## config.mk

```make
export PLATFORM = sky130hd
export DESIGN_NAME = bounded_stack_min_max_top
export DESIGN_NICKNAME = d
export VERILOG_FILES = /design/src/bsmm_pkg.sv /design/src/bounded_stack_min_max_top.sv
export SDC_FILE = /design/constraint.sdc
export NUM_CORES = 2
export LEC_CHECK = 0
export BUFFER_PORTS_ARGS = -buffer_cell sky130_fd_sc_hd__buf_2
export CAP_MARGIN = 25
export CORE_MARGIN = 2
export CORE_UTILIZATION = 60
export CTS_BUF_LIST = sky130_fd_sc_hd__clkbuf_2
export CTS_CLUSTER_SIZE = 10
export DETAILED_ROUTE_END_ITERATION = 8
export PLACE_DENSITY_LB_ADDON = 0.15
export SLEW_MARGIN = 10
export SYNTH_ARGS = -nofsm -noshare
export SYNTH_HDL_FRONTEND = slang
export SYNTH_SLANG_ARGS = --single-unit
```

## constraint.sdc

```tcl
create_clock -name i_clk -period 12.19 [get_ports i_clk]
set_input_delay 0.6095 -clock i_clk [delete_from_list [all_inputs] [get_ports i_clk]]
set_output_delay 0.6095 -clock i_clk [all_outputs]
set_load 0.02 [all_outputs]
```

## src/bsmm_pkg.sv

```systemverilog
// Package for the bounded min/max stack: sizes, status codes and sequencer states.
// No dependencies; imported by bounded_stack_min_max_top.
package bsmm_pkg;

    localparam int unsigned DEPTH_DEF  = 64;
    localparam int unsigned WORD_W     = 32;
    localparam int unsigned FILL_W     = 7;
    localparam int unsigned STATUS_W   = 2;
    // result tdata: popped, top, largest, smallest, fill, padded to whole bytes
    localparam int unsigned RES_BITS   = 4 * WORD_W + FILL_W;
    localparam int unsigned M_TDATA_W  = ((RES_BITS + 7) / 8) * 8;

    typedef enum logic [STATUS_W-1:0] {
        ST_OK    = 2'd0,
        ST_FULL  = 2'd1,
        ST_EMPTY = 2'd2
    } t_status;

    typedef enum logic {
        OP_PUSH = 1'b0,
        OP_POP  = 1'b1
    } t_op;

    typedef enum logic [3:0] {
        S_IDLE = 4'b0001,
        S_SCAN = 4'b0010,
        S_DONE = 4'b0100,
        S_HOLD = 4'b1000
    } t_state;

endpackage

```

## src/bounded_stack_min_max_top.sv

```systemverilog
// Bounded LIFO stack of signed 32-bit words with top/min/max/fill reporting.
// Holds the word memory, the scan sequencer and the shared compare unit.
// Depends on bsmm_pkg.
//
//  channel  | dir | tuser            | tdata (lowest bit up)
//  ---------+-----+------------------+------------------------------------------------
//  s_axis   | in  | [0] kind         | [31:0] push_value
//  m_axis   | out | [1:0] status     | popped, top, largest, smallest (32 each), fill(7)
//
// Sweep: a request reads L words, L = words held after a push, or
//   held + 1 after a pop (the popped word is read in the same sweep); the
//   scan reads one memory word per cycle through the single read port.
//   Refused pops skip the scan.
// Reset: synchronous, active low; empties the stack. The memory is not cleared.
// Stalls: a finished result sits in the output register; the next request is
//   taken meanwhile and waits at its end until that register drains.
module bounded_stack_min_max_top
    import bsmm_pkg::*;
#(
    parameter int unsigned DEPTH = DEPTH_DEF
) (
    input  logic                 i_clk,
    input  logic                 i_rst_n,
    input  logic                 s_axis_tvalid,
    output logic                 s_axis_tready,
    input  logic [WORD_W-1:0]    s_axis_tdata,   // [31:0] push_value
    input  logic                 s_axis_tuser,   // [0] kind: 0 push, 1 pop
    output logic                 m_axis_tvalid,
    input  logic                 m_axis_tready,
    output logic [M_TDATA_W-1:0] m_axis_tdata,   // [31:0] popped, [63:32] top,
                                                 // [95:64] largest, [127:96] smallest,
                                                 // [134:128] fill_count, [135] zero
    output logic [STATUS_W-1:0]  m_axis_tuser    // [1:0] status
);

    localparam int unsigned CW = $clog2(DEPTH + 1);
    localparam int unsigned AW = (DEPTH > 1) ? $clog2(DEPTH) : 1;

    // word store, one write and one registered read per cycle
    logic [WORD_W-1:0] r_mem [DEPTH];
    logic [WORD_W-1:0] r_mem_q;

    t_state              r_state, n_state;
    logic [CW-1:0]       r_count;       // words held after the current request
    t_status             r_status;
    logic                r_is_pop;      // successful pop: last read is the popped word
    logic [AW-1:0]       r_end;         // last address of the sweep
    logic [AW-1:0]       r_rd_addr;
    logic                r_issue;       // read addresses still to go
    logic                r_dv;          // r_mem_q valid this cycle
    logic                r_dlast;
    logic                r_dfirst;
    logic                r_dpop;

    logic signed [WORD_W-1:0] r_popped, r_top, r_max, r_min;

    logic                r_m_valid;
    t_status             r_m_status;
    logic [M_TDATA_W-1:0] r_m_data;

    logic                accept, is_full, is_empty, wr_en, rd_en, out_free;
    logic [CW-1:0]       new_count;
    logic [AW-1:0]       new_end;
    logic                new_scan;

    assign s_axis_tready = (r_state == S_IDLE);
    assign accept        = s_axis_tvalid && s_axis_tready;
    assign is_full       = (r_count == CW'(DEPTH));
    assign is_empty      = (r_count == '0);
    assign wr_en         = accept && (s_axis_tuser == OP_PUSH) && !is_full;
    assign rd_en         = (r_state == S_SCAN) && r_issue;
    assign out_free      = !r_m_valid || m_axis_tready;

    // request decode: new fill and the last address the sweep must read
    always_comb begin
        if (s_axis_tuser == OP_PUSH) begin
            new_count = is_full ? r_count : r_count + CW'(1);
            new_end   = AW'(new_count - CW'(1));
            new_scan  = (new_count != '0);
        end else begin
            new_count = is_empty ? r_count : r_count - CW'(1);
            new_end   = AW'(new_count);
            new_scan  = !is_empty;
        end
    end

    always_comb begin
        n_state = r_state;
        case (r_state)
            S_IDLE: begin
                if (accept) begin
                    n_state = new_scan ? S_SCAN : S_DONE;
                end
            end
            S_SCAN: begin
                if (r_dv && r_dlast) begin
                    n_state = S_DONE;
                end
            end
            S_DONE: begin
                if (out_free) begin
                    n_state = S_IDLE;
                end
            end
            S_HOLD: n_state = S_IDLE;
            default: n_state = S_IDLE;
        endcase
    end

    // memory: no reset, unwritten words are never read
    always_ff @(posedge i_clk) begin
        if (wr_en) begin
            r_mem[AW'(r_count)] <= s_axis_tdata;
        end
        if (rd_en) begin
            r_mem_q <= r_mem[r_rd_addr];
        end
    end

    // sequencer control
    always_ff @(posedge i_clk) begin
        if (!i_rst_n) begin
            r_state <= S_IDLE;
            r_count <= '0;
            r_issue <= 1'b0;
            r_dv    <= 1'b0;
        end else begin
            r_state <= n_state;
            r_dv    <= rd_en;
            if (accept) begin
                r_count <= new_count;
                r_issue <= new_scan;
            end else if (rd_en && (r_rd_addr == r_end)) begin
                r_issue <= 1'b0;
            end
        end
    end

    // sweep and shared signed compare
    always_ff @(posedge i_clk) begin
        if (accept) begin
            r_status  <= (s_axis_tuser == OP_PUSH) ? (is_full ? ST_FULL : ST_OK)
                                                   : (is_empty ? ST_EMPTY : ST_OK);
            r_is_pop  <= (s_axis_tuser == OP_POP) && !is_empty;
            r_end     <= new_end;
            r_rd_addr <= '0;
            r_popped  <= '0;
            r_top     <= '0;
            r_max     <= '0;
            r_min     <= '0;
        end else if (rd_en) begin
            r_rd_addr <= r_rd_addr + AW'(1);
        end
        if (rd_en) begin
            r_dlast  <= (r_rd_addr == r_end);
            r_dfirst <= (r_rd_addr == '0);
            r_dpop   <= r_is_pop && (r_rd_addr == r_end);
        end
        if (r_dv) begin
            if (r_dpop) begin
                r_popped <= r_mem_q;
            end else begin
                r_top <= r_mem_q;
                if (r_dfirst || ($signed(r_mem_q) > r_max)) begin
                    r_max <= r_mem_q;
                end
                if (r_dfirst || ($signed(r_mem_q) < r_min)) begin
                    r_min <= r_mem_q;
                end
            end
        end
    end

    // output register
    always_ff @(posedge i_clk) begin
        if (!i_rst_n) begin
            r_m_valid <= 1'b0;
        end else if ((r_state == S_DONE) && out_free) begin
            r_m_valid <= 1'b1;
        end else if (m_axis_tready) begin
            r_m_valid <= 1'b0;
        end
    end

    always_ff @(posedge i_clk) begin
        if ((r_state == S_DONE) && out_free) begin
            r_m_status <= r_status;
            r_m_data   <= M_TDATA_W'({FILL_W'(r_count), r_min, r_max, r_top, r_popped});
        end
    end

    assign m_axis_tvalid = r_m_valid;
    assign m_axis_tdata  = r_m_data;
    assign m_axis_tuser  = r_m_status;

    // checks
    a_count_bound: assert property (@(posedge i_clk) disable iff (!i_rst_n)
        r_count <= CW'(DEPTH))
        else $error("fill count above depth");

    a_push_grows: assert property (@(posedge i_clk) disable iff (!i_rst_n)
        wr_en |=> (r_count == $past(r_count) + CW'(1)))
        else $error("accepted push did not grow the stack");

    a_load_from_done: assert property (@(posedge i_clk) disable iff (!i_rst_n)
        $rose(r_m_valid) |-> $past(r_state == S_DONE))
        else $error("result loaded outside the done state");

    a_data_in_scan: assert property (@(posedge i_clk) disable iff (!i_rst_n)
        r_dv |-> (r_state == S_SCAN))
        else $error("memory data returned outside the sweep");

    a_empty_zero_fill: assert property (@(posedge i_clk) disable iff (!i_rst_n)
        (r_m_valid && (r_m_status == ST_EMPTY)) |-> (r_m_data[4*WORD_W +: FILL_W] == '0))
        else $error("refused pop reports a nonzero fill");

endmodule
```

# Yosys cells after proc, flatten, opt, wreduce, memory -nomap -nowiden
# Memories as Yosys holds them, arrays and structs flattened. A register that Yosys moved wholly into a read port is not among the register bits.
# Index checks and enable logic that the tools add are counted.
[word_totals]
ram_bits = 2048
out_inout_bits = 140
in_bits = 37
n_memories = 1
word_cells = 91
regBits = 297
[classes]
eq_ne = 9
n_mux = 33
order_cmp = 2
n_reduce_logical = 22
add_sub_neg = 4
bitwise = 1
[memory_table]
columns = ["name", "words", "word_bits", "read_ports", "rd_clocked_by_memory_dff", "wr", "line", "rtl"]
rows = [
  ["r_mem", 64, 32, 1, 1, 1, "bounded_stack_min_max_top.sv:40", "logic [WORD_W-1:0] r_mem [DEPTH];"],
]
[op_table]
columns = ["cell", "count"]
rows = [
  ["32-bit two-way mux", 14],
  ["32-bit greater-than comparator", 1],
  ["32-bit less-than comparator", 1],
  ["7-bit two-way mux", 3],
  ["4-bit two-way mux", 3],
  ["4-bit case mux with 3 select lines", 1],
  ["1-bit logical AND", 9],
  ["1-bit two-way mux", 8],
  ["7-bit by 1-bit adder with 7-bit output, second input constant", 1],
  ["7-bit equality test, second input constant", 1],
  ["7-bit zero test", 1],
  ["7-bit nonzero test", 1],
  ["7-bit by 1-bit subtractor with 7-bit output, second input constant", 1],
  ["6-bit by 1-bit adder with 6-bit output, second input constant", 1],
  ["6-bit equality test", 1],
  ["6-bit zero test", 1],
  ["6-bit two-way mux", 1],
  ["6-bit by 1-bit subtractor with 6-bit output, second input constant", 1],
  ["4-bit by 1-bit equality test with 1-bit output, second input constant", 1],
  ["4-bit by 2-bit equality test with 1-bit output, second input constant", 1],
  ["4-bit by 3-bit equality test with 1-bit output, second input constant", 1],
  ["2-bit two-way mux", 2],
  ["2-bit by 1-bit != test with 1-bit output, second input constant", 2],
  ["2-bit != test, second input constant", 2],
  ["other kinds (7)", 12],
]

# Logic depth before layout (Yosys ltp)
[logic_depth]
word_depth = 7
mapped_depth = 12
depth_no_buf = 11

# Least setup slack after synthesis
# No wires, ideal clock.
[synth_timing]
path_kind = "input-to-reg"
start = "input m_axis_tready"
end = "register r_m_data[0] (netlist: m_axis_tdata[0]) (enable)"
arrival_time_ns = 3.942
n_path_buf = 0
required_time_ns = 11.676
setup_slack_ns = 7.735
setup_ns = 0.514
cell_stages = 2
cell_sequence = "nand2b_1 > and3_1"
[synth_via]
elab_chain_cells = 2
[synth_lines]
columns = ["item", "line", "rtl"]
rows = [
  ["start, declared", "bounded_stack_min_max_top.sv:29", "input logic m_axis_tready,"],
  ["1-bit logical OR", "bounded_stack_min_max_top.sv:72", "assign out_free = !r_m_valid || m_axis_tready;"],
  ["1-bit logical AND", "bounded_stack_min_max_top.sv:186", "if ((r_state == S_DONE) && out_free) begin"],
  ["end signal, assigned", "bounded_stack_min_max_top.sv:188", "r_m_data <= M_TDATA_W'({FILL_W'(r_count), r_min, r_max, r_top, r_popped});"],
  ["end, declared", "bounded_stack_min_max_top.sv:59", "logic [M_TDATA_W-1:0] r_m_data;"],
]
# No other way between the ends.
# A chain may end at the register's enable or synchronous reset.

# Final worst setup path
[layout_timing]
start = "register r_count[3]"
end = "memory r_mem[54][19] (enable)"
[layout_via]
elab_chain_cells = 5
[layout_lines]
columns = ["item", "line", "rtl"]
rows = [
  ["start, declared", "bounded_stack_min_max_top.sv:44", "logic [CW-1:0] r_count;"],
  ["start signal, assigned", "bounded_stack_min_max_top.sv:131", "r_count <= new_count;"],
  ["7-bit equality test", "bounded_stack_min_max_top.sv:68", "assign is_full = (r_count == CW'(DEPTH));"],
  ["1-bit zero test", "bounded_stack_min_max_top.sv:70", "assign wr_en = accept && (s_axis_tuser == OP_PUSH) && !is_full;"],
  ["1-bit logical AND", "bounded_stack_min_max_top.sv:70", ""],
  ["1-bit two-way mux", "bounded_stack_min_max_top.sv:112", "if (wr_en) begin"],
  ["1-bit two-way mux (not written as such)", "bounded_stack_min_max_top.sv:113", "r_mem[AW'(r_count)] <= s_axis_tdata;"],
  ["end, declared", "bounded_stack_min_max_top.sv:40", ""],
]
# Parallel ways exist; a longest one is shown, timed or not.

==> out/metrics.cfg <==
[run_status]
status = completed

[timing]
slew_headroom_pct = 23.34
finalCriticalPeriod_ns = 4.767
finalClockSkew_ns = 0.1283
fin_setup_tns_ns = 0
finalSetupViolCount = 0
rsz0062_at_grt = no
finalHoldViolations = 0
fmax_ghz = 0.2098
worst_slew_pin_slew_ns = 1.150
slew_violations = 0
period_share_pct = 39.11

[logic_synthesis]
syn-cell-area_mm2 = 0.09052
synth_edf_count = 2229
ys_types = 50
synth_fp_nets = 4184
yosysWarnings = 0
ys_seq_area_share_pct = 77.20
ys.flop_type = edfxtp_1
synth_seq_cells = 2376
avgSynthCellArea_um2 = 22.19
syn_inst = 4079
ys_async_sr_fraction_pct = 0

[routing]
dr.pass1.iters = 5
wl_per_cell_um = 29.99
first_iter_violations = 5179
finalWirelength_mm = 217.1
avgViaCountPerCell = 6.270
drc = 0
final_antenna_net_count = 0
vias = 45400

[placed_design]
gp_congestion = 0.8239
dp_hpwl_mm = 118.9
place_area_mm2 = 0.09476
io_buffers = 175

[power]
vdd_ir_drop_max_mv = 0.09453
switchingPower_uw = 3425
switching_share_pct = 23.48
p_leak_uw = 0.03241
power_density_mw_per_mm2 = 144.8
internal-power_uw = 11160
clockPowerShare_pct = 34.1
p_comb_share_pct = 4.2
p_seq_share_pct = 61.7

[floorplan]
coreArea_mm2 = 0.1498
ios = 177
dieHeight_um = 392.4
initial_core_util_pct = 60.43
die_width_um = 392.4
die_area_mm2 = 0.1540
std_cell_rows = 142

[critical_path]
required_ns = 13.49
startpoint_type = register
crit_slowest_cell = nand3_1
end_kind = register
worstPathCellList = or3_1 > nor2_1 > and2_1 > nor4_1 > nand3_1 > nor2_4 > buf_4
r2r_cells = 7
crit_fanout = 19
worstSetupPathType = reg -> reg
slowest_delay_ns = 0.83
crit_arrival_ns = 6.06

[clock_network]
h-tree-depth = 6
postCtsSetupBuffers = 0
root_buffer = clkbuf_2
clockBufferDepth = 4
clk_latency_ns = 1.70
numCtsBuffers = 590
cts_tree = done
clkSinkCount = 2376
clk_pin_slew_ns = 0.11

[hold_path]
holdPathStages = 3
worstHoldPathType = in -> reg

[cells_and_area]
nets = 4939
design_area_mm2 = 0.1007
drive_above_1_share_pct = 37.14
syn2layout_area_growth_pct = 11.28
fill_cells = 9772
final_util_pct = 67.25

[grt]
grt_pass1_vias = 45540
antenna_found_initial = 15
globalRouteOverflowTotal = 0
grt_pass1_wl_mm = 311.9
grt_max_degree = 143
track_usage_pct = 28.71

[flow_run]
drv_cap = 0

==> kinds of logic after synthesis <==
kind of cell	after synthesis	synth area share, %
flip-flops	2376	77.20
multiplexers	727	17.19
AND/OR/NAND/NOR	402	1.897
buffers and inverters	310	1.385
AO/OA/AOI/OAI	166	1.106
adder cells (fa/ha/maj)	68	0.9400
XOR/XNOR	29	0.2806
other	1	0.004143
==> worst max-delay path, delay by kind of cell, from the launching register on <==
| family | cells | cell delay [ns] |
|---|---|---|
| buffers and inverters | 1 | 0.48 |
| AND/OR/NAND/NOR | 6 | 3.28 |
| flip-flops | 1 | 0.61 |
==> cells in the mapped netlist, drive strengths merged (3+ instances only) <==
library cell	instances	area share, %
a211oi	14	0.12
a21boi	4	0.033
a21o	4	0.033
a21oi	27	0.15
a31oi	11	0.076
and2	9	0.062
and3	5	0.035
buf	86	0.46
clkbuf	122	0.51
dfxtp	147	3.3
edfxtp	2229	74
ha	68	0.94
inv	101	0.42
mux2i	65	0.72
mux4	662	16
nand2	217	0.90
nand2b	4	0.028
nand3	16	0.088
nand4	15	0.10
nor2	97	0.40
nor2b	18	0.12
nor3	6	0.033
nor3b	4	0.033
nor4	3	0.021
o211ai	3	0.025
o21ai	55	0.30
o22ai	36	0.25
xnor2	12	0.12
xor2	17	0.16
==> worst paths after layout <==
kind / from / to / slack, ns
worst max-delay path: r_count[3] / r_mem[54][19] / 7.42
worst min-delay path: s_axis_tdata[12] / r_mem[25][12] / 0.21
worst max register to register: r_count[3] / r_mem[54][19] / 7.42
worst min register to register: r_status[0] / m_axis_tuser[0] / 0.43
==> sequential cells by signal, summed over array words and instances, names as in the netlist, 3 cells and up <==
register / cells
m_axis_tdata: 135
r_count: 7
r_end: 6
r_max: 32
r_mem: 2048
r_mem_q: 32
r_min: 32
r_popped: 32
r_rd_addr: 6
r_state: 3
r_top: 32
==> area by class of cell <==
class | count | area [um2] | share of cell area (%)
Clock buffer | 860 | 4304 | 4.273
Tap cell | 2016 | 2522 | 2.504
Clock inverter | 114 | 606.8 | 0.6025
Timing Repair Buffer | 371 | 3085 | 3.063
Sequential cell | 2376 | 69900 | 69.40
Antenna cell | 8 | 20.02 | 0.01988
Multi-Input combinational cell | 1393 | 19900 | 19.76
Inverter | 102 | 382.9 | 0.3801
==> routing by layer <==
| layer | vias to the layer above | share of wire [%] | track usage (%) |
|---|---|---|---|
| met4 | 2 | 2.0 | 7.909 |
| met5 | - | 0.0060 | 0 |
| met3 | 310 | 11 | 6.869 |
| met2 | 2666 | 48 | 43.85 |
| met1 | 23630 | 39 | 42.34 |
| li1 | 18790 | - | - |
==> timing repair <==
item / 4_1_cts / 5_1_grt
hold buffers: 56 / 12
hold endpoints to repair: 2271 / 200
gates resized for setup: 0 / 0
==> through the flow <==
stage / worst slack, ns / std cells / total power, uW / hold slack (ns)
floorplan: 7.735 / 4079 / 9486 / 0.4003
global placement: 7.564 / 6157 / 9749 / 0.4038
detailed placement: 7.482 / 6174 / 9764 / 0.4054
CTS: 7.431 / 7204 / 14680 / 0.01419
global route: 7.213 / 7239 / 15160 / 0.05710
finish: 7.423 / 7240 / 14590 / 0.2071
==> cell usage in the layout, fill, tap and decap left out, types with 4 or more instances in the layout <==
cell type      count
a211oi_1          13
a21boi_0           4
a21o_1             4
a21oi_1           27
a31oi_1           11
and2_1             6
and3_1             4
buf_12            31
buf_16             9
buf_2            175
buf_4             88
bufinv_16          6
clkbuf_2         860
clkinv_1          84
clkinv_2          11
dfxtp_1          141
dfxtp_4            5
diode_2            8
dlygate4sd3_1     68
edfxtp_1        2229
ha_1              68
inv_1            100
inv_2             13
mux2i_1           65
mux4_2           662
nand2_1          216
nand3_1           16
nand4_1           15
nor2_1            33
nor2_4            64
nor2b_1           18
nor3_1             6
nor3b_1            4
o21ai_0           54
o22ai_1           36
xnor2_1           12
xor2_1            17
==> power groups by stage <==
stage	Clock, uW	Sequential (uW)	Combinational [uW]
after global routing	5500	9010	658
after CTS	5080	9000	596
after global placement	0	9180	565
after detailed placement	0	9190	577
after floorplan	0	9180	305
final	4970	9000	613
Power figures use the tool's default switching activity.
